**config.mk**
```make
export PLATFORM = sky130hd
export DESIGN_NAME = uwms_ram
export DESIGN_NICKNAME = d
export VERILOG_FILES = /design/src/sv/uwms_ram.sv
export SDC_FILE = /design/constraint.sdc
export NUM_CORES = 1
export LEC_CHECK = 0
export BUFFER_PORTS_ARGS = -buffer_cell sky130_fd_sc_hd__buf_2
export CORE_UTILIZATION = 50
export DETAILED_ROUTE_END_ITERATION = 7
export PLACE_DENSITY = 0.67
export SLEW_MARGIN = 20
export SYNTH_ARGS = -nofsm -noshare
export SYNTH_HDL_FRONTEND = slang
export SYNTH_SLANG_ARGS = --single-unit
```
**constraint.sdc**
```tcl
create_clock -name clk -period 5.1 [get_ports clk]
set_input_delay 1.53 -clock clk [delete_from_list [all_inputs] [get_ports clk]]
set_output_delay 1.53 -clock clk [all_outputs]
set_load 0.02 [all_outputs]
```
**src/sv/uwms_ram.sv**
```systemverilog
// Generic simple dual-port RAM: one write port, one read port, registered read data.
// A read of the address being written returns the old contents. No dependencies.
module uwms_ram #(
	parameter int WIDTH = 8,
	parameter int DEPTH = 16
) (
	input  logic                     clk,
	input  logic                     we,
	input  logic [$clog2(DEPTH)-1:0] waddr,
	input  logic [WIDTH-1:0]         wdata,
	input  logic [$clog2(DEPTH)-1:0] raddr,
	output logic [WIDTH-1:0]         rdata
);

	logic [WIDTH-1:0] mem [DEPTH];

	// Write and registered read.
	always_ff @(posedge clk) begin
		if (we) begin
			mem[waddr] <= wdata;
		end
		rdata <= mem[raddr];
	end

endmodule

```
==> After elaboration in Yosys (flattened, before gate mapping) <==
Memories as Yosys holds them, arrays and structs flattened. A register that Yosys moved wholly into a read port is not among the register bits.
Cells that the tools add are included.
Widths: inputs -> output; s select.
{ "classes": {"add_sub_neg": 0, "mul": 0, "div": 0, "n_lt_le_gt_ge": 0, "eq_ne": 0, "shifts": 0, "mux": 2, "bitwise": 0, "n_reduce_logical": 0} }
{ "op_table": {"columns": ["cell", "count"], "rows": [
  ["$mux 1", 2]
]} }
{ "totals": {"regBits": 0, "latch_bits": 0, "ram_bits": 128, "mem_bits_ro": 0, "inputBits": 18, "out_inout_bits": 8, "elab_cells": 3, "mem_count": 1} }
{ "memory_table": {"columns": ["memory", "words", "width", "rd", "rd_clocked_by_memory_dff", "write_ports", "line", "rtl"], "rows": [
  ["mem", 16, 8, 1, 1, 1, "15", "logic [WIDTH-1:0] mem [DEPTH];"]
]} }

==> Longest topological paths before layout <==
Gate-level depths: netlist (run 1).
{ "logic_depth": {"word_depth": 2, "mapped_depth": 5, "mapped_depth_nobuf": 3} }

==> Worst setup path before layout (run 1) <==
Ideal clock, no wire load.
{ "synth_timing": {"path_type": "input-to-reg", "start": "input waddr[2]", "end": "memory mem[0][0], enable pin", "setup_ps": 383, "t_arrival_ps": 2640, "required_ps": 4717, "path_slack_ps": 2077, "cell_stages": 2, "n_path_buf": 0, "cell_sequence": "or3b_2 -> nor3_1"} }
{ "synth_rtl": {"columns": ["element", "line", "rtl"], "rows": [
  ["start, declared", "9", "input logic [$clog2(DEPTH)-1:0] waddr,"],
  ["end, declared", "15", null]
]} }
Straight into the memory's write port.

==> flow_summary_export.csv, run 1 <==
group,metric,value,unit
global_routing,overflow,0,
routing,drc,0,
cts,cts_resized,0,
logic_synthesis,synth_cell_type_count,19,
run,maxCapViolations,0,
logic_synthesis,ys_seq_area_frac,0.7778,
sta,rsz0062_at_grt,"false",
die,initial_core_util,0.5218,
power,power.internal,0.002009,W
final_layout,utilization,0.6022,
sta,hold_violations,0,
die,io-pin-count,26,
critical_path,path_cells,"buf_2, buf_4, mux4_1, a22oi_1, nand2_1",
logic_synthesis,synth_area_leaders,"edfxtp_1, mux4_2, mux4_1",
routing,totalWireLength,9575,um
placed_design,routabilityCongestion,0.7310,
routing,viasPerCell,5.699,
sta,tightest_slew,0.9500,ns
final_layout,n_antenna_cell,0,
logic_synthesis,synth_nets,247,
power,combPwrFrac,0.047,
sta,skew,0.01158,ns
sta,fin_crit,2.970,ns
logic_synthesis,avgSynthCellArea,22.48,um^2
power,seqPwrFrac,0.502,
final_layout,layout.nets,284,
logic_synthesis,synthesis.area,5147,um^2
global_routing,grt_pass1_wl,14230,um
cts,path_clk_slew,0.05,ns
logic_synthesis,synth_seq_cells,136,
logic_synthesis,syn_inst,229,
critical_path,critical_path.max_fanout,17,
logic_synthesis,yosysTopAreaCell,"edfxtp_1",
final_layout,layout_commonest_cell,"edfxtp_1",
routing,vias,2348,
routing,firstDrtPassIters,4,
die,die_w,103.5,um
die,die-area,10710,um^2
logic_synthesis,synth_warnings,0,
placed_design,post-dp-hpwl,5829,um
critical_path,worst-endpoint-required,5.49,ns
final_layout,layout_common_cells,"edfxtp_1, buf_2, mux4_2, a22oi_1, clkbuf_16",
critical_path,max_stage_delay,0.61,ns
cts,clockBufferDepth,2,
die,core-area,9864,um^2
cts,numCtsBuffers,17,
cts,htreeDepth,4,
global_routing,grt_use_total,0.2051,
cts,postCtsHoldBufs,0,
sta,drv_slew,0,
power,ir_drop,0.1966,mV
sta,max_freq,336.7,MHz
critical_path,worstSetupEndpointType,"flop",
global_routing,first_global_vias,2442,
power,p_per_area,421.7,nW/um^2
cts,cts_tree,"done",
final_layout,fillers,691,
power,p_sw_frac,0.1981,
sta,max-slew-margin-rel,0.3644,
power,clock_power_share,0.451,
logic_synthesis,synth_top_cell_area_share,0.7467,
critical_path,arrival,3.36,ns
critical_path,critPathKind,"in -> reg",
final_layout,drive_gt1_frac,0.2724,
routing,wl_per_cell,23.24,um
cts,clk_latency,0.52,ns
critical_path,critPathLaunchType,"input port",
die,die_h,103.5,um
cts,cts_root_buf,"clkbuf_8",
min_path,hold_path.class,"reg -> reg",
run_status,status,"completed",
critical_path,cp_slowest_cell,"mux4_1",
sta,fin_tns_setup,0,ns
sta,fin_crit_sh,0.5823,
routing,drtIter0Drc,199,
die,std_cell_rows,36,
placed_design,portBuffers,25,
power,leakage,1.981,nW
cts,postCtsSetupBuffers,0,
cts,cts_sinks,136,
sta,setup_viol,0,
global_routing,antenna_found_initial,0,
global_routing,grt_max_degree,33,
power,power.switching,0.0004962,W
final_layout,area_growth,15.41,%
routing,drtAntennaViolNets,0,
-- layout make-up --
cell class | count | area (um^2) | share of cell area
flip-flops and latches | 136 | 4004 | 0.6740
multi-input cells | 83 | 1067 | 0.1797
clock buffers | 22 | 452.9 | 0.07624
well taps | 133 | 166.4 | 0.02801
repair buffers | 28 | 147.6 | 0.02485
clock inverters | 10 | 102.6 | 0.01727
-- per-stage QoR --
stage	hold WS, ns	power, W	instance area [um^2]	instances	worst slack (ns)
6_report	0.6767	0.002505	5941	412	2.130
5_1_grt	0.7048	0.002583	5941	412	2.011
4_1_cts	0.6791	0.002526	5941	412	2.124
3_5_place_dp	0.6632	0.001399	5385	380	1.584
3_3_place_gp	0.6546	0.001396	5380	380	1.582
2_1_floorplan	0.6293	0.001351	5147	229	2.077
-- state kept, by name, summed over array words and instances, names as in the netlist --
| register | cells |
|---|---|
| rdata | 8 |
| mem | 128 |
-- synth_stat cells --
library cell / number
dfxtp_1: 8
nand2_1: 9
and2_1: 1
edfxtp_1: 128
nor2_1: 13
buf_6: 3
or3b_2: 1
nand3_1: 1
buf_2: 3
nor3_1: 4
and2b_1: 1
a22oi_1: 16
nand2b_1: 2
clkdlybuf4s25_2: 3
mux4_2: 18
nor2b_1: 1
mux4_1: 14
nand3b_1: 2
buf_4: 1
-- path summary, 6_finish.rpt --
path | start | endpoint | slack, ns | cells after the start
worst max-delay path | raddr[0] | rdata[2] | 2.13 | 5
worst min-delay path | mem[13][7] | rdata[7] | 0.68 | 3
worst max register to register | mem[5][7] | rdata[7] | 3.71 | 3
worst min register to register | mem[13][7] | rdata[7] | 0.68 | 3
-- layer usage --
| layer | global-route usage | share of wire |
|---|---|---|
| met5 | 0 | 0 |
| met4 | 0.1008 | 0.017 |
| met3 | 0.06116 | 0.079 |
| met2 | 0.3006 | 0.50 |
| met1 | 0.2843 | 0.40 |
-- power by group through the flow --
stage          clock [W]  combinational (W)  sequential, W
3_5_place_dp           0           0.000118        0.00128
5_1_grt          0.00120           0.000127        0.00126
6_report         0.00113           0.000118        0.00126
4_1_cts          0.00115           0.000120        0.00126
2_1_floorplan          0          0.0000634        0.00129
3_3_place_gp           0           0.000116        0.00128
-- worst max-delay path, delay by kind of cell --
kind	cells	cell delay, ns
buffers and inverters	2	0.86
multiplexers	1	0.61
AO/OA/AOI/OAI	1	0.26
AND/OR/NAND/NOR	1	0.08
-- cells by family (layout without fill, tap and decap cells) --
kind of cell | count (synthesis) | in the layout | synth area share
muxes | 32 | 32 | 0.1502
buffers and inverters | 10 | 60 | 0.01677
DFF | 136 | 136 | 0.7778
AOI/OAI and AO/OA | 16 | 16 | 0.02334
and+or+nand+nor | 35 | 35 | 0.03184
No activity file was read; power rests on OpenSTA's default activity.
==> run 2: changes to the inputs <==
Settings changed: PLACE_DENSITY 0.67 to 0.7.
Clock period 5.1 ns to 2.6 ns, I/O delays scaled along.
==> run 2 against run 1 <==
Worst hold slack got worse by 0.034 ns; critical path depth shrank 4; clock skew down 0.0061 ns; register-to-register slack got worse by 2.5 ns; worst setup slack worse by 1.4 ns; cell count rose by 4.6%; global-route usage increased by 0.82 points; sequential power increased by 96%; highest routed layer unchanged.
==> flow_summary_export.csv, run 2 (synthesis results as in run 1) <==
group,metric,value,unit
routing,viasPerCell,5.807,
final_layout,layout.nets,303,
cts,htreeDepth,4,
die,initial_core_util,0.5218,
cts,numCtsBuffers,17,
sta,whs,0.6427,ns
critical_path,worstSetupEndpointType,"output pin",
final_layout,largest_reg_flops,128,
sta,skew,0.005456,ns
die,die_h,103.5,um
sta,tightest_slew,0.4456,ns
power,power.internal,0.003893,W
cts,postCtsHoldBufs,0,
critical_path,critical_path.max_fanout,1,
sta,fin_crit_sh,0.7030,
die,die_w,103.5,um
sta,max_freq,547.1,MHz
final_layout,regMostFlops,"mem",
routing,totalWireLength,9969,um
cts,clk_latency,0.52,ns
cts,cts_resized,0,
critical_path,path_cells,"buf_2",
sta,fin_crit,1.828,ns
die,io-pin-count,26,
die,std_cell_rows,36,
die,die-area,10710,um^2
placed_design,portBuffers,25,
final_layout,layout_commonest_cell,"edfxtp_1",
routing,vias,2503,
placed_design,routabilityCongestion,0.6952,
global_routing,grt_use_total,0.2133,
cts,postCtsSetupBuffers,0,
global_routing,first_global_vias,2432,
final_layout,drive_gt1_frac,0.3188,
power,combPwrFrac,0.050,
critical_path,path_buf_inv,1,
routing,drtIter0Drc,194,
power,clock_power_share,0.447,
sta,fin_tns_setup,0,ns
cts,path_clk_slew,0.06,ns
final_layout,multi_input_area,1057,um^2
global_routing,grt_pass1_wl,14960,um
final_layout,reg_top3,"mem: 128 flops, rdata: 8 flops",
routing,drtAntennaViolNets,0,
sta,drv_slew,0,
critical_path,critPathKind,"reg -> out",
min_path,hold_path.class,"in -> reg",
routing,wl_per_cell,23.13,um
critical_path,arrival,1.05,ns
final_layout,regArea,4004,um^2
run_status,status,"completed",
final_layout,area_growth,18.13,%
cts,clockBufferDepth,2,
cts,cts_tree,"done",
final_layout,layout_common_cells,"edfxtp_1, buf_2, buf_4, mux4_2",
cts,cts_sinks,136,
power,ir_drop,0.4736,mV
global_routing,grt_max_degree,33,
critical_path,cp_top_family,"flip-flops",
power,p_per_area,805.8,nW/um^2
final_layout,fillers,660,
power,seqPwrFrac,0.503,
final_layout,n_antenna_cell,0,
sta,hold_violations,0,
placed_design,post-dp-hpwl,6179,um
sta,setup_viol,0,
critical_path,max_stage_delay,0.36,ns
die,core-area,9864,um^2
cts,cts_root_buf,"clkbuf_8",
power,leakage,2.068,nW
run,maxCapViolations,0,
power,power.switching,0.001007,W
critical_path,critPathLaunchType,"flop",
critical_path,cp_slowest_cell,"dfxtp_1",
global_routing,overflow,0,
critical_path,worst-endpoint-required,1.82,ns
global_routing,antenna_found_initial,0,
routing,firstDrtPassIters,4,
power,p_sw_frac,0.2056,
sta,rsz0062_at_grt,"false",
sta,max-slew-margin-rel,0.7029,
routing,drc,0,
==> run 2: changes by cell type in the layout (fill, tap and decap cells not counted) <==
cell,previous run,this run
nor3_2,2,0
clkbuf_1,3,0
clkinv_1,2,3
nor3_1,2,4
clkbuf_8,3,1
buf_12,0,1
buf_4,3,21
clkinvlp_4,2,6
==> run 2: power groups by stage <==
stage | logic, W | registers, W | clock network (W)
2_1_floorplan | 0.000124 | 0.00253 | 0
3_3_place_gp | 0.000241 | 0.00251 | 0
3_5_place_dp | 0.000246 | 0.00251 | 0
4_1_cts | 0.000248 | 0.00247 | 0.00222
5_1_grt | 0.000264 | 0.00247 | 0.00231
6_report | 0.000245 | 0.00247 | 0.00219
==> run 2: worst paths after layout <==
kind / to / slack (ns) / cells after the start / startpoint
max reg2reg: rdata[3] / 1.20 / 3 / mem[6][3]
min reg2reg: rdata[3] / 0.68 / 3 / mem[8][3]
max: rdata[5] / 0.77 / 1 / rdata[5]
min: mem[12][2] / 0.64 / 1 / wdata[2]
==> run 2: per-layer routing <==
| layer | GRT usage | vias up | part of all wire |
|---|---|---|---|
| li1 | - | 1087 | - |
| met1 | 0.2937 | 1322 | 0.43 |
| met2 | 0.3148 | 82 | 0.50 |
| met3 | 0.06116 | 12 | 0.058 |
| met4 | 0.1073 | 0 | 0.019 |
| met5 | 0 | - | 0 |
==> run 2: area by class of cell <==
| cell class | count | share of cell area |
|---|---|---|
| clock buffer | 17 | 0.06811 |
| clock inverter | 15 | 0.02243 |
| multi-input combinational | 83 | 0.1739 |
| sequential | 136 | 0.6584 |
| tap | 133 | 0.02737 |
| timing repair buffer | 47 | 0.04979 |
==> run 2: stage by stage <==
step                instance area (um^2)  total power, W  std cells  setup WS (ns)    util
floorplan                           5147        0.002650        229         0.3271       -
global placement                    5530        0.002749        399         0.3224  0.5606
detailed placement                  5530        0.002757        399         0.3215  0.5606
CTS                                 6081        0.004933        431         0.7327  0.6164
global route                        6081        0.005046        431         0.7250  0.6164
finish                              6081        0.004900        431         0.7722  0.6164
