===== src/sv/uwms_pkg.sv =====
// Package for the distinct-value window sum block.
// Holds the sizing constants and the types shared by the RTL, the interfaces and the checker.
// No dependencies.
package uwms_pkg;

	// Sizing of keys, positions and sums.
	localparam int VALUE_BITS = 10;
	localparam int MAX_LEN    = 1024;
	localparam int KEY_DEPTH  = 2 ** VALUE_BITS;
	localparam int POS_BITS   = $clog2(MAX_LEN);
	localparam int SUM_BITS   = 20;
	localparam int EPOCH_BITS = 8;

	// Position count at which further words are dropped.
	localparam logic [POS_BITS:0] LEN_LIMIT = (POS_BITS + 1)'(MAX_LEN);

	// Epoch zero marks a cleared entry, so live epochs run from one to all ones.
	localparam logic [EPOCH_BITS-1:0] EPOCH_FIRST = EPOCH_BITS'(1);
	localparam logic [EPOCH_BITS-1:0] EPOCH_LAST  = {EPOCH_BITS{1'b1}};
	localparam logic [EPOCH_BITS-1:0] EPOCH_CLEAR = '0;

	// One entry of the last-seen memory.
	typedef struct packed {
		logic [EPOCH_BITS-1:0] epoch;
		logic [POS_BITS-1:0]   pos;
	} lp_entry_t;

	// One result word as it waits in the output queue.
	typedef struct packed {
		logic [SUM_BITS-1:0] window_sum;
		logic [SUM_BITS-1:0] best_sum;
		logic                overflow;
		logic                done_res;
	} res_t;

	// Fill status of the output queue.
	typedef struct packed {
		logic empty;
		logic full;
	} qstat_t;

endpackage


===== src/sv/uwms_out_if.sv =====
// Result channel of the distinct-value window sum block.
// Carries valid, ready and the result word; depends on uwms_pkg.
interface uwms_out_if import uwms_pkg::*; ();
	logic                valid;
	logic                ready;
	logic [SUM_BITS-1:0] window_sum;
	logic [SUM_BITS-1:0] best_sum;
	logic                overflow;
	logic                done_res;

	modport source(output valid, window_sum, best_sum, overflow, done_res, input ready);
	modport sink(input valid, window_sum, best_sum, overflow, done_res, output ready);
endinterface


===== src/sv/uwms_outq.sv =====
// Two-entry output queue that decouples the result channel from the pipeline.
// Depends on uwms_pkg and uwms_out_if.
module uwms_outq import uwms_pkg::*; (
	input  logic        clk,
	input  logic        arst_n,
	input  logic        push,
	input  res_t        din,
	output qstat_t      stat,
	uwms_out_if.source  result
);

	res_t       entry_q [2];
	logic       wr_ptr_q;
	logic       rd_ptr_q;
	logic [1:0] cnt_q;
	logic       pop;
	res_t       head;

	assign pop  = result.valid && result.ready;
	assign head = entry_q[rd_ptr_q];

	// Pointers and fill count.
	always_ff @(posedge clk or negedge arst_n) begin
		if (!arst_n) begin
			wr_ptr_q <= 1'b0;
			rd_ptr_q <= 1'b0;
			cnt_q    <= 2'd0;
		end else begin
			if (push) begin
				wr_ptr_q <= ~wr_ptr_q;
			end
			if (pop) begin
				rd_ptr_q <= ~rd_ptr_q;
			end
			if (push && !pop) begin
				cnt_q <= cnt_q + 2'd1;
			end else if (pop && !push) begin
				cnt_q <= cnt_q - 2'd1;
			end
		end
	end

	// Queue storage.
	always_ff @(posedge clk) begin
		if (push) begin
			entry_q[wr_ptr_q] <= din;
		end
	end

	assign stat.empty = (cnt_q == 2'd0);
	assign stat.full  = (cnt_q == 2'd2);

	assign result.valid      = (cnt_q != 2'd0);
	assign result.window_sum = head.window_sum;
	assign result.best_sum   = head.best_sum;
	assign result.overflow   = head.overflow;
	assign result.done_res   = head.done_res;

endmodule


===== src/flat_wrapper.sv =====
// flat-port wrapper written by rule: the top's interface ports become plain ports
module uwms_outq_flat import uwms_pkg::*;
  (clk, arst_n, push, din, stat, result_valid, result_window_sum, result_best_sum, result_overflow, result_done_res, result_ready);
  uwms_out_if result_i ();
  input  logic clk;
  input  logic arst_n;
  input  logic push;
  input  res_t din;
  output qstat_t stat;
  output wire logic [$bits(result_i.valid)-1:0] result_valid;
  output wire logic [$bits(result_i.window_sum)-1:0] result_window_sum;
  output wire logic [$bits(result_i.best_sum)-1:0] result_best_sum;
  output wire logic [$bits(result_i.overflow)-1:0] result_overflow;
  output wire logic [$bits(result_i.done_res)-1:0] result_done_res;
  input wire logic [$bits(result_i.ready)-1:0] result_ready;
  assign result_valid = result_i.valid;
  assign result_window_sum = result_i.window_sum;
  assign result_best_sum = result_i.best_sum;
  assign result_overflow = result_i.overflow;
  assign result_done_res = result_i.done_res;
  assign result_i.ready = result_ready;
  uwms_outq u_core (.clk(clk), .arst_n(arst_n), .push(push), .din(din), .stat(stat), .result(result_i));
endmodule

===== config.mk =====
export PLATFORM = sky130hd
export DESIGN_NAME = uwms_outq_flat
export DESIGN_NICKNAME = d
export VERILOG_FILES = /design/src/sv/uwms_pkg.sv /design/src/sv/uwms_out_if.sv /design/src/sv/uwms_outq.sv /design/src/flat_wrapper.sv
export SDC_FILE = /design/constraint.sdc
export NUM_CORES = 1
export LEC_CHECK = 0
export BUFFER_PORTS_ARGS = -buffer_cell sky130_fd_sc_hd__buf_2
export CORE_MARGIN = 8
export CORE_UTILIZATION = 52
export CTS_CLUSTER_DIAMETER = 30
export DETAILED_ROUTE_END_ITERATION = 6
export PLACE_DENSITY = 0.78
export SLEW_MARGIN = 20
export SYNTH_ARGS = -nofsm -noshare
export SYNTH_HDL_FRONTEND = slang
export SYNTH_SLANG_ARGS = --single-unit

===== constraint.sdc =====
create_clock -name clk -period 3.75 [get_ports clk]
set_input_delay 0.375 -clock clk [delete_from_list [all_inputs] [get_ports clk]]
set_output_delay 0.375 -clock clk [all_outputs]
set_load 0.05 [all_outputs]

# After elaboration in Yosys (flattened, before gate mapping)
# Memories as Yosys holds them, arrays and structs flattened.
# Cells that the tools add are included.
dict set report totals {
  register_bits 4
  rom_bits 0
  out_inout_bits 45
  in_bits 46
  ram_bits 84
  latch_bits 0
  n_memories 1
}
dict set report op_classes {
  magnitude_cmp 0
  n_mux 4
  n_addsub 2
  bitwise 2
  n_shift 0
  eq_ne 1
  n_reduce_logical 8
  mul 0
  div_mod_pow 0
}
# memory depth width rd rd_clocked_by_memory_dff write_ports line
set memory_table {}
lappend memory_table {u_core.entry_q 2 42 1 0 1 uwms_outq.sv:12} ;# res_t entry_q [2];
# op count
set ops {}
lappend ops {{2-bit two-way mux} 2}
lappend ops {{2-bit nonzero test} 2}
lappend ops {{1-bit logical AND} 3}
lappend ops {{2-bit by 1-bit adder with 2-bit output, second input constant} 1}
lappend ops {{2-bit == test, second input constant} 1}
lappend ops {{1-bit zero test} 2}
lappend ops {{2-bit zero test} 1}
lappend ops {{1-bit two-way mux} 2}
lappend ops {{1-bit inverter} 2}
lappend ops {{2-bit by 1-bit subtractor with 2-bit output, second input constant} 1}

# Longest topological paths before layout
# Gate-level depths: netlist of the first run.
dict set report depth {
  word_depth 5
  depth_mapped 6
}

# Least setup slack after synthesis of the first run
# OpenSTA, ideal clock, no wires.
dict set report synth_path {
  path_type {register to register}
  startpoint {reg u_core.wr_ptr_q}
  endpoint {mem u_core.entry_q[0][0] in the netlist's numbering, enable pin}
  setup_ns 0.446
  path_stages_with_launch 2
  path_buffers 0
  setup_slack_ns 1.023
  t_arrival_ns 2.281
  cell_sequence {dfrtp_1 nor2b_1}
}
# element line
set synth_rtl {}
lappend synth_rtl {{from (decl)} uwms_outq.sv:13} ;# logic wr_ptr_q;
lappend synth_rtl {{from (signal assigned)} uwms_outq.sv:30} ;# wr_ptr_q <= ~wr_ptr_q;
lappend synth_rtl {{to (decl)} uwms_outq.sv:12}
# No word-level cell before the write port.

# Worst setup path in the final report of the first run
dict set report layout_path {
  startpoint {reg u_core.rd_ptr_q}
  endpoint {out result_window_sum[10]}
}
dict set report layout_via {
  elab_chain_cells 1
}
# element line
set layout_lines {}
lappend layout_lines {{from (decl)} uwms_outq.sv:14} ;# logic rd_ptr_q;
lappend layout_lines {{from (signal assigned)} uwms_outq.sv:33} ;# rd_ptr_q <= ~rd_ptr_q;
lappend layout_lines {{memory read 2 x 42 bit} n/a}
lappend layout_lines {{to (decl)} flat_wrapper.sv:11} ;# output wire logic [$bits(result_i.window_sum)-1:0] result_window_sum;
# Every way passes these cells.

==> impl_metrics.py, run 1 <==
metrics = {
    "setup_path": {
        "endpoint_kind": "output pin",
        "startpoint": "u_core.rd_ptr_q",
        "crit_required_ns": 3.38,
        "cp_slowest_cell": "dfrtp_2",
        "critPathTopFamily": "buffers and inverters",
        "worst-path-buf-inv": 2,
        "ff2ff_setup_slack_ns": 2.07,
        "path_class": "flop to output pin",
        "r2r-start": "u_core.wr_ptr_q",
        "worst-path-stages": 3,
        "cp_cell_sequence": "buf_4, mux2_2, buf_2",
        "startpoint_type": "flop",
        "cp-endpoint": "result_window_sum[10]",
        "crit_fanout": 20,
        "arrival_ns": 1.79,
        "reg2reg_depth": 1,
        "timing.rr.end": "u_core.entry_q[1][16]",
        "max_stage_delay_ns": 0.48,
    },
    "logic_synthesis": {
        "yosysTopAreaCell": "edfxtp_1",
        "ys_seq_elements": 88,
        "synth_xor_area_frac": 0.0128,
        "ys.flop_type": "edfxtp_1",
        "synth-simple-area-share": 0.0102,
        "synthAdderAreaFrac": 0.00365,
        "synth-edff-count": 84,
        "yosysSeqAreaShare": 0.765,
        "syn_area_sq_um": 3430,
        "syn_avg_cell_area_sq_um": 23.2,
        "yosysWarningCount": 0,
        "synth_area_leaders": "edfxtp_1 (74%), mux2_4 (17%), dfrtp_1 (2.9%), buf_12 (2.3%), mux2_2 (0.99%)",
        "syn_nets": 195,
        "async_reset_ff_frac": 0.0455,
        "synthMuxAreaShare": 0.181,
        "synth_compound_area_frac": 0,
        "synth.distinct_cells": 15,
        "synth_top_family_by_area": "multiplexers",
        "synth_top_area_frac": 0.736,
        "syn_inst": 148,
    },
    "timing": {
        "fmax_ghz": 0.461,
        "period_share": 0.578,
        "min_period_ns": 2.17,
        "finalSetupViolCount": 0,
        "hold_viol_final": 0,
        "slew-limit-headroom": 0.313,
        "rsz0062_at_grt": "no",
        "tightest_slew_ns": 1.03,
        "fin_skew_ns": 0.00537,
        "setup_tns_ns": 0,
        "drv_slew": 0,
    },
    "cts": {
        "cts_buffers": 9,
        "htree_levels": 3,
        "ctsLongestPathBuffers": 2,
        "root_buffer": "clkbuf_8",
        "post_cts_resized": 0,
        "clock_latency_ns": 0.34,
        "clock_sinks": 88,
        "path_clk_slew_ns": 0.08,
        "cts_tree": "yes",
    },
    "power": {
        "p_per_area_nw_per_um2": 893,
        "p_leak_nw": 1.70,
        "ir_drop_uv": 866,
    },
    "global_route": {
        "grt_max_degree": 43,
        "grt_use_total": 0.122,
        "antenna_found_initial": 1,
        "grt_pass1_wl_mm": 9.07,
        "grt_overflow": 0,
        "first_global_vias": 1806,
    },
    "finish": {
        "nNetsFinal": 295,
        "antennaDiodeCount": 0,
        "fin_cells": 330,
        "drive_above_1_share": 0.593,
        "mostFrequentLayoutCells": "buf_2 (90), edfxtp_1 (84), mux2_4 (39), clkbuf_8 (9)",
        "layout_commonest_cell": "buf_2",
        "area_growth_pct": 21.0,
        "fillCellCount": 454,
    },
    "flow_run": {
        "drv_cap": 0,
    },
    "routing": {
        "drt_iter0_drc": 60,
        "post-route-drc-count": 0,
        "drtAntennaViolNets": 0,
        "vias_per_cell": 4.90,
        "drtPass1Iterations": 4,
        "wire_per_inst_um": 17.6,
        "vias": 1616,
        "drt-total-wl_mm": 5.81,
    },
    "floorplan": {
        "io_pins": 91,
        "dieArea_sq_um": 9450,
        "core_region_area_sq_um": 6350,
        "rows": 29,
        "fp.dieW_um": 97.2,
        "dieHeight_um": 97.2,
        "start_util": 0.540,
    },
    "hold_path": {
        "worstHoldPathType": "input pin to flop",
    },
    "outcome": {
        "status": "finished clean",
    },
    "place": {
        "io_buffers": 90,
        "gp_congestion": 0.656,
        "dp_cells": 313,
    },
}
final cells by class:
type	instances	area [sq um]	share of cell area
Sequential cell	88	2620	0.632
Multi-Input combinational cell	54	719	0.173
Timing Repair Buffer	94	503	0.121
Clock buffer	11	131	0.0317
Tap cell	77	96.3	0.0232
Clock inverter	5	71.3	0.0172
Inverter	1	3.75	0.000905
how the worst min path moves through the flow:
| stage | from | endpoint | slack, ns | depth (start not counted) |
|---|---|---|---|---|
| 6_report | din[38] | u_core.entry_q[0][38] | 0.22 | 1 |
| 5_1_grt | din[38] | u_core.entry_q[0][38] | 0.20 | 1 |
| 4_1_cts | din[25] | u_core.entry_q[1][25] | 0.20 | 1 |
| 3_5_place_dp | arst_n | u_core.cnt_q[1] | 0.19 | 1 |
| 3_3_place_gp | arst_n | u_core.cnt_q[1] | 0.19 | 1 |
| 2_1_floorplan | arst_n | u_core.cnt_q[0] | 0.08 | 0 |
routing by layer:
metal  up-vias  wire, um  track usage
met4         2       136       0.0698
met5         -         8            0
met2        59      2780        0.192
li1        771         -            -
met3        12       462       0.0526
met1       772      2420        0.136
kinds of logic (layout without fill, tap and decap cells):
kind of cell | Yosys count | after routing
DFF | 88 | 88
muxes | 42 | 42
and+or+nand+nor | 6 | 6
buffers and inverters | 6 | 111
xor gates and xnor gates | 5 | 5
adders and majority gates | 1 | 1
power by group:
part           switching, mW  internal (mW)
Combinational           1.12          0.536
Clock                  0.292          0.369
Sequential            0.0759           1.31
Total                   1.49           2.22
stage by stage:
step           worst slack, ns  total power, mW  area, sq um  hold WS (ns)   util
2_1_floorplan             1.02             2.84         3430        0.0794      -
3_3_place_gp              1.87             3.05         3910         0.190  0.616
3_5_place_dp              1.93             3.09         3940         0.189  0.620
4_1_cts                   1.54             3.75         4150         0.203  0.653
5_1_grt                   1.50             3.85         4150         0.204  0.653
6_report                  1.58             3.70         4150         0.219  0.653
cells in the mapped netlist (2+ instances only):
cell type / number
edfxtp_1: 84
mux2_4: 39
buf_12: 4
dfrtp_1: 4
mux2_2: 3
xor2_1: 3
nor2b_1: 2
xnor2_1: 2
what timing repair did:
| action | CTS | global route |
|---|---|---|
| hold endpoints to repair | 4 | 0 |
| buffers inserted | 0 | 0 |
| hold buffers | 1 | 0 |
sequential cells by signal, summed over array words and instances, names as in the netlist:
signal	cells
u_core.entry_q	84
u_core.rd_ptr_q	1
u_core.cnt_q	2
u_core.wr_ptr_q	1
Power figures use the tool's default switching activity.
==> run 2, diff against run 1 <==
--- a/config.mk
+++ b/config.mk
@@ -7,10 +7,10 @@
 export LEC_CHECK = 0
 export BUFFER_PORTS_ARGS = -buffer_cell sky130_fd_sc_hd__buf_2
 export CORE_MARGIN = 8
-export CORE_UTILIZATION = 52
+export CORE_UTILIZATION = 47
 export CTS_CLUSTER_DIAMETER = 30
 export DETAILED_ROUTE_END_ITERATION = 6
-export PLACE_DENSITY = 0.78
+export PLACE_DENSITY = 0.74
 export SLEW_MARGIN = 20
 export SYNTH_ARGS = -nofsm -noshare
 export SYNTH_HDL_FRONTEND = slang
==> constraint.sdc (replaced) <==
create_clock -name clk -period 1.8 [get_ports clk]
set_input_delay 0.18 -clock clk [delete_from_list [all_inputs] [get_ports clk]]
set_output_delay 0.18 -clock clk [all_outputs]
set_load 0.05 [all_outputs]
==> impl_metrics.py, run 2 (synthesis gave the netlist of run 1 again) <==
metrics = {
    "cts": {
        "clock_sinks": 88,
        "ctsLongestPathBuffers": 2,
        "cts_buffers": 9,
        "path_clk_slew_ns": 0.08,
        "htree_levels": 3,
        "cts_tree": "yes",
        "clock_latency_ns": 0.33,
        "post_cts_resized": 0,
        "root_buffer": "clkbuf_8",
    },
    "global_route": {
        "grt_overflow": 0,
        "grt_max_degree": 27,
        "antenna_found_initial": 0,
        "first_global_vias": 1814,
        "grt_pass1_wl_mm": 9.10,
        "grt_use_total": 0.117,
    },
    "outcome": {
        "status": "finished clean",
    },
    "floorplan": {
        "core_region_area_sq_um": 7180,
        "start_util": 0.478,
        "io_pins": 91,
        "dieArea_sq_um": 10300,
        "dieHeight_um": 101,
        "rows": 31,
        "fp.dieW_um": 101,
    },
    "power": {
        "p_switching_mw": 3.15,
        "p_leak_nw": 1.74,
        "p_per_area_nw_per_um2": 1880,
        "internal-power_mw": 4.84,
        "p_comb_frac": 0.447,
        "ir_drop_uv": 1100,
        "power.share.switching": 0.394,
        "p_seq_frac": 0.360,
        "p_clk_frac": 0.193,
    },
    "finish": {
        "antennaDiodeCount": 0,
        "area_growth_pct": 24.1,
        "mostFrequentLayoutCells": "buf_2 (90), edfxtp_1 (84), mux2_4 (39), clkbuf_8 (9), buf_4 (4)",
        "largest_reg_flops": 84,
        "top_regs": "u_core.entry_q: 84 flops, u_core.cnt_q: 2 flops",
        "top_register": "u_core.entry_q",
        "fillCellCount": 562,
        "layout_commonest_cell": "buf_2",
        "fin_cells": 356,
        "nNetsFinal": 299,
        "drive_above_1_share": 0.611,
    },
    "timing": {
        "period_share": 0.954,
        "drv_slew": 0,
        "fmax_ghz": 0.582,
        "fin_hold_ws_ns": 0.0279,
        "rsz0062_at_grt": "no",
        "setup_tns_ns": 0,
        "hold_viol_final": 0,
        "finalSetupViolCount": 0,
        "fin_skew_ns": 0.00489,
        "slew-limit-headroom": 0.770,
        "tightest_slew_ns": 0.345,
        "min_period_ns": 1.72,
    },
    "flow_run": {
        "drv_cap": 0,
    },
    "setup_path": {
        "arrival_ns": 1.54,
        "crit_required_ns": 1.62,
        "crit_fanout": 21,
        "endpoint_kind": "output pin",
        "startpoint_type": "flop",
        "path_class": "flop to output pin",
    },
    "routing": {
        "vias_per_cell": 4.67,
        "drtPass1Iterations": 4,
        "drt-total-wl_mm": 5.87,
        "drtAntennaViolNets": 0,
        "drt_iter0_drc": 36,
        "wire_per_inst_um": 16.5,
        "vias": 1661,
        "post-route-drc-count": 0,
    },
    "place": {
        "dp_cells": 338,
        "gp_congestion": 0.711,
        "io_buffers": 90,
    },
    "hold_path": {
        "worstHoldPathType": "input pin to flop",
    },
}
-- run 2: final cells by class --
cell class	instances	area, sq um	area share
Timing Repair Buffer	98	551	0.129
Multi-Input combinational cell	54	719	0.169
Clock buffer	9	124	0.0291
Sequential cell	88	2620	0.617
Inverter	1	3.75	0.000882
Clock inverter	7	110	0.0259
Tap cell	99	124	0.0291
-- run 2: repair_timing --
| action | CTS | global route |
|---|---|---|
| endpoints found under the setup margin | 33 | 0 |
| hold buffers | 1 | 0 |
| buffers inserted | 1 | 0 |
| hold endpoints to repair | 4 | 0 |
-- run 2: final timing paths --
kind	from	cells after the start	to	slack, ns
worst max-delay path	u_core.rd_ptr_q	3	result_best_sum[6]	0.08
worst min-delay path	din[1]	1	u_core.entry_q[1][1]	0.03
worst max register to register	u_core.cnt_q[0]	6	u_core.cnt_q[1]	0.38
worst min register to register	u_core.cnt_q[1]	1	u_core.cnt_q[1]	0.50
max in group asynchronous	arst_n	2	u_core.rd_ptr_q	1.46
min in group asynchronous	arst_n	2	u_core.cnt_q[1]	0.19
-- run 2: critical path: stages (launching register included) --
cell and delay (ns):
dfrtp_2 0.44, buf_12 0.21, mux2_4 0.33, buf_2 0.21
-- run 2: through the flow --
| step | setup WS [ns] | utilization | power [mW] | instance area, sq um |
|---|---|---|---|---|
| final | 0.0828 | 0.593 | 7.98 | 4260 |
| after global routing | 0.0316 | 0.593 | 8.29 | 4260 |
| after CTS | 0.0627 | 0.593 | 8.08 | 4260 |
| after detailed placement | 0.332 | 0.558 | 6.51 | 4000 |
| after global placement | 0.342 | 0.558 | 6.48 | 4000 |
| after floorplan | -0.0467 | - | 5.93 | 3440 |
-- run 2: routing by layer --
layer | share of wire | vias to the layer above | global-route usage
li1 | - | 781 | -
met1 | 0.44 | 806 | 0.141
met2 | 0.46 | 65 | 0.185
met3 | 0.090 | 9 | 0.0474
met4 | 0.013 | 0 | 0.0447
met5 | 0 | - | 0
-- run 2: power groups by stage --
stage,Sequential [mW],Clock [mW],Combinational [mW]
floorplan,2.87,0,3.05
global placement,2.92,0,3.56
detailed placement,2.94,0,3.57
CTS,2.87,1.58,3.62
global route,2.91,1.65,3.74
finish,2.87,1.54,3.57
==> run 3, diff against run 2 <==
--- a/config.mk
+++ b/config.mk
@@ -5,12 +5,13 @@
 export SDC_FILE = /design/constraint.sdc
 export NUM_CORES = 1
 export LEC_CHECK = 0
+export ABC_AREA = 1
 export BUFFER_PORTS_ARGS = -buffer_cell sky130_fd_sc_hd__buf_2
 export CORE_MARGIN = 8
 export CORE_UTILIZATION = 47
 export CTS_CLUSTER_DIAMETER = 30
 export DETAILED_ROUTE_END_ITERATION = 6
-export PLACE_DENSITY = 0.74
+export PLACE_DENSITY = 0.75
 export SLEW_MARGIN = 20
 export SYNTH_ARGS = -nofsm -noshare
 export SYNTH_HDL_FRONTEND = slang
==> impl_metrics.py, run 3 <==
metrics = {
    "place": {
        "io_buffers": 90,
        "gp_congestion": 0.708,
        "dp_hpwl_mm": 4.17,
        "dp_cells": 430,
    },
    "cts": {
        "cts_buffers": 9,
        "clock_latency_ns": 0.35,
        "cts_setup_buffers": 0,
        "path_clk_slew_ns": 0.08,
        "root_buffer": "clkbuf_8",
        "clock_sinks": 88,
        "htree_levels": 3,
        "cts_tree": "yes",
        "ctsLongestPathBuffers": 2,
    },
    "hold_path": {
        "whs_endpoint": "u_core.entry_q[1][30]",
        "hp-start": "din[30]",
        "worstHoldPathType": "input pin to flop",
        "hold_path_depth": 1,
    },
    "setup_path": {
        "cp_slowest_cell": "dfrtp_2",
        "ff2ff_setup_slack_ns": 0.52,
        "reg2reg_depth": 8,
        "crit_top_cell": "nand2_1",
        "crit_fanout": 43,
        "max_stage_delay_ns": 0.46,
        "cp_cell_sequence": "inv_8, nand2_1, nand2_1, buf_2",
        "r2r-start": "u_core.cnt_q[0]",
        "arrival_ns": 1.51,
        "crit_required_ns": 1.62,
        "timing.rr.end": "u_core.cnt_q[1]",
        "startpoint_type": "flop",
        "endpoint_kind": "output pin",
        "path_class": "flop to output pin",
    },
    "logic_synthesis": {
        "synth.distinct_cells": 17,
        "yosysWarningCount": 0,
        "syn_inst": 248,
        "yosysSeqAreaShare": 0.784,
        "synth_area_leaders": "edfxtp_1 (75%), nand2_1 (14%), dfrtp_1 (3.0%), nand2_2 (2.1%), buf_6 (1.7%)",
        "async_reset_ff_frac": 0.0455,
        "yosysMostFrequentCell": "nand2_1",
        "syn_area_sq_um": 3340,
        "synth_top_area_frac": 0.754,
        "yosysTopAreaCell": "edfxtp_1",
        "synth.top_cells.by_count": "nand2_1 (123), edfxtp_1 (84), nand2_2 (11)",
        "syn_avg_cell_area_sq_um": 13.5,
        "syn_nets": 295,
        "ys.flop_type": "edfxtp_1",
        "ys_seq_elements": 88,
        "synth-edff-count": 84,
    },
    "finish": {
        "top_register": "u_core.entry_q",
        "nNetsFinal": 430,
        "layout_commonest_cell": "nand2_1",
        "largest_reg_flops": 84,
        "mostFrequentLayoutCells": "nand2_1 (123), buf_2 (90), edfxtp_1 (84), dlygate4sd3_1 (38), nand2_2 (11)",
        "fin_cells": 485,
        "drive_above_1_share": 0.327,
        "finalCoreUtilization": 0.659,
        "top_regs": "u_core.entry_q: 84 flops, u_core.cnt_q: 2 flops",
        "area_growth_pct": 34.6,
    },
    "floorplan": {
        "start_util": 0.490,
        "dieHeight_um": 100,
        "io_pins": 91,
        "core_region_area_sq_um": 6830,
        "rows": 30,
        "fp.dieW_um": 100,
        "dieArea_sq_um": 10100,
    },
    "timing": {
        "drv_slew": 0,
        "min_period_ns": 1.69,
        "finalSetupViolCount": 0,
        "setup_tns_ns": 0,
        "period_share": 0.940,
        "hold_viol_final": 0,
        "fin_hold_ws_ns": 0.0244,
        "fin_skew_ns": 0.00751,
        "fmax_ghz": 0.591,
        "tightest_slew_ns": 0.364,
        "slew-limit-headroom": 0.757,
    },
    "global_route": {
        "gr-max-usage-layer": "met2",
        "grt_max_degree": 44,
        "grt_overflow": 0,
        "first_global_vias": 2372,
        "grt_use_total": 0.149,
        "antenna_found_initial": 1,
        "met3_usage": 0.0561,
        "grt_pass1_wl_mm": 11.4,
        "global_route.usage.met2": 0.251,
        "use_met1": 0.160,
    },
    "power": {
        "p_comb_frac": 0.455,
        "total_power_mw": 8.18,
        "p_per_area_nw_per_um2": 1820,
        "p_clk_frac": 0.193,
        "p_seq_frac": 0.352,
        "p_leak_nw": 1.96,
        "p_switching_mw": 3.74,
        "ir_drop_uv": 1080,
        "power.share.switching": 0.458,
        "internal-power_mw": 4.44,
    },
    "routing": {
        "post-route-drc-count": 0,
        "vias": 2177,
        "drt-total-wl_mm": 6.76,
        "wire_per_inst_um": 13.9,
        "drt_iter0_drc": 98,
        "drtAntennaViolNets": 0,
        "vias_per_cell": 4.49,
        "drtPass1Iterations": 4,
    },
    "flow_run": {
        "drv_cap": 0,
    },
    "outcome": {
        "status": "finished clean",
    },
}
run 3: cells by family (layout without fill, tap and decap cells):
family	Yosys count	count (layout)	synth area share
XOR/XNOR	2	2	0.00524
adder cells (fa/ha/maj)	1	1	0.00374
buffers and inverters	17	157	0.0393
flip-flops	88	88	0.784
other	0	1	0
AND/OR/NAND/NOR	140	140	0.168
run 3: power groups by stage:
stage	clock network, mW	registers (mW)	logic, mW
6_report	1.58	2.88	3.72
5_1_grt	1.68	2.92	4.03
4_1_cts	1.63	2.88	3.78
3_5_place_dp	0	2.93	3.71
3_3_place_gp	0	2.91	3.68
2_1_floorplan	0	2.89	2.98
run 3: metrics by stage:
step	setup WS, ns	cell area (sq um)
final	0.108	4500
after global routing	-0.000348	4500
after CTS	0.0656	4500
after detailed placement	0.474	3880
after global placement	0.509	3880
after floorplan	0.114	3360
run 3: area by class of cell:
type | count | area, sq um
Fill cell | 516 | 2330
Antenna cell | 1 | 2.50
Clock buffer | 10 | 128
Inverter | 8 | 37.5
Timing Repair Buffer | 133 | 881
Multi-Input combinational cell | 143 | 603
Tap cell | 96 | 120
Clock inverter | 6 | 108
Sequential cell | 88 | 2620
run 3: per-layer routing:
layer | up-vias | wire [um] | part of all wire
li1 | 1096 | - | -
met1 | 986 | 2710 | 0.40
met2 | 84 | 3240 | 0.48
met3 | 11 | 672 | 0.099
met4 | 0 | 139 | 0.021
met5 | - | 0 | 0
run 3: worst max-delay path by stage:
stage / from / to / slack, ns / cells past startpoint
CTS: u_core.rd_ptr_q / result_best_sum[13] / 0.07 / 4
floorplan: u_core.wr_ptr_q / u_core.entry_q[1][0] / 0.11 / 2
global placement: u_core.rd_ptr_q / result_window_sum[8] / 0.51 / 4
global route: u_core.rd_ptr_q / result_best_sum[1] / -0.0003 / 4
detailed placement: u_core.rd_ptr_q / result_best_sum[13] / 0.47 / 4
finish: u_core.rd_ptr_q / result_best_sum[13] / 0.11 / 4
run 3: timing repair:
action / in CTS / in global routing
hold buffers: 38 / 0
resized for setup: 0 / 0
endpoints found under the hold margin: 74 / 0
run 3: worst max-delay path, delay by kind of cell (launching register included):
family	cells	cell delay, ns
simple gates	2	0.18
buf+inv	2	0.49
flops	1	0.46
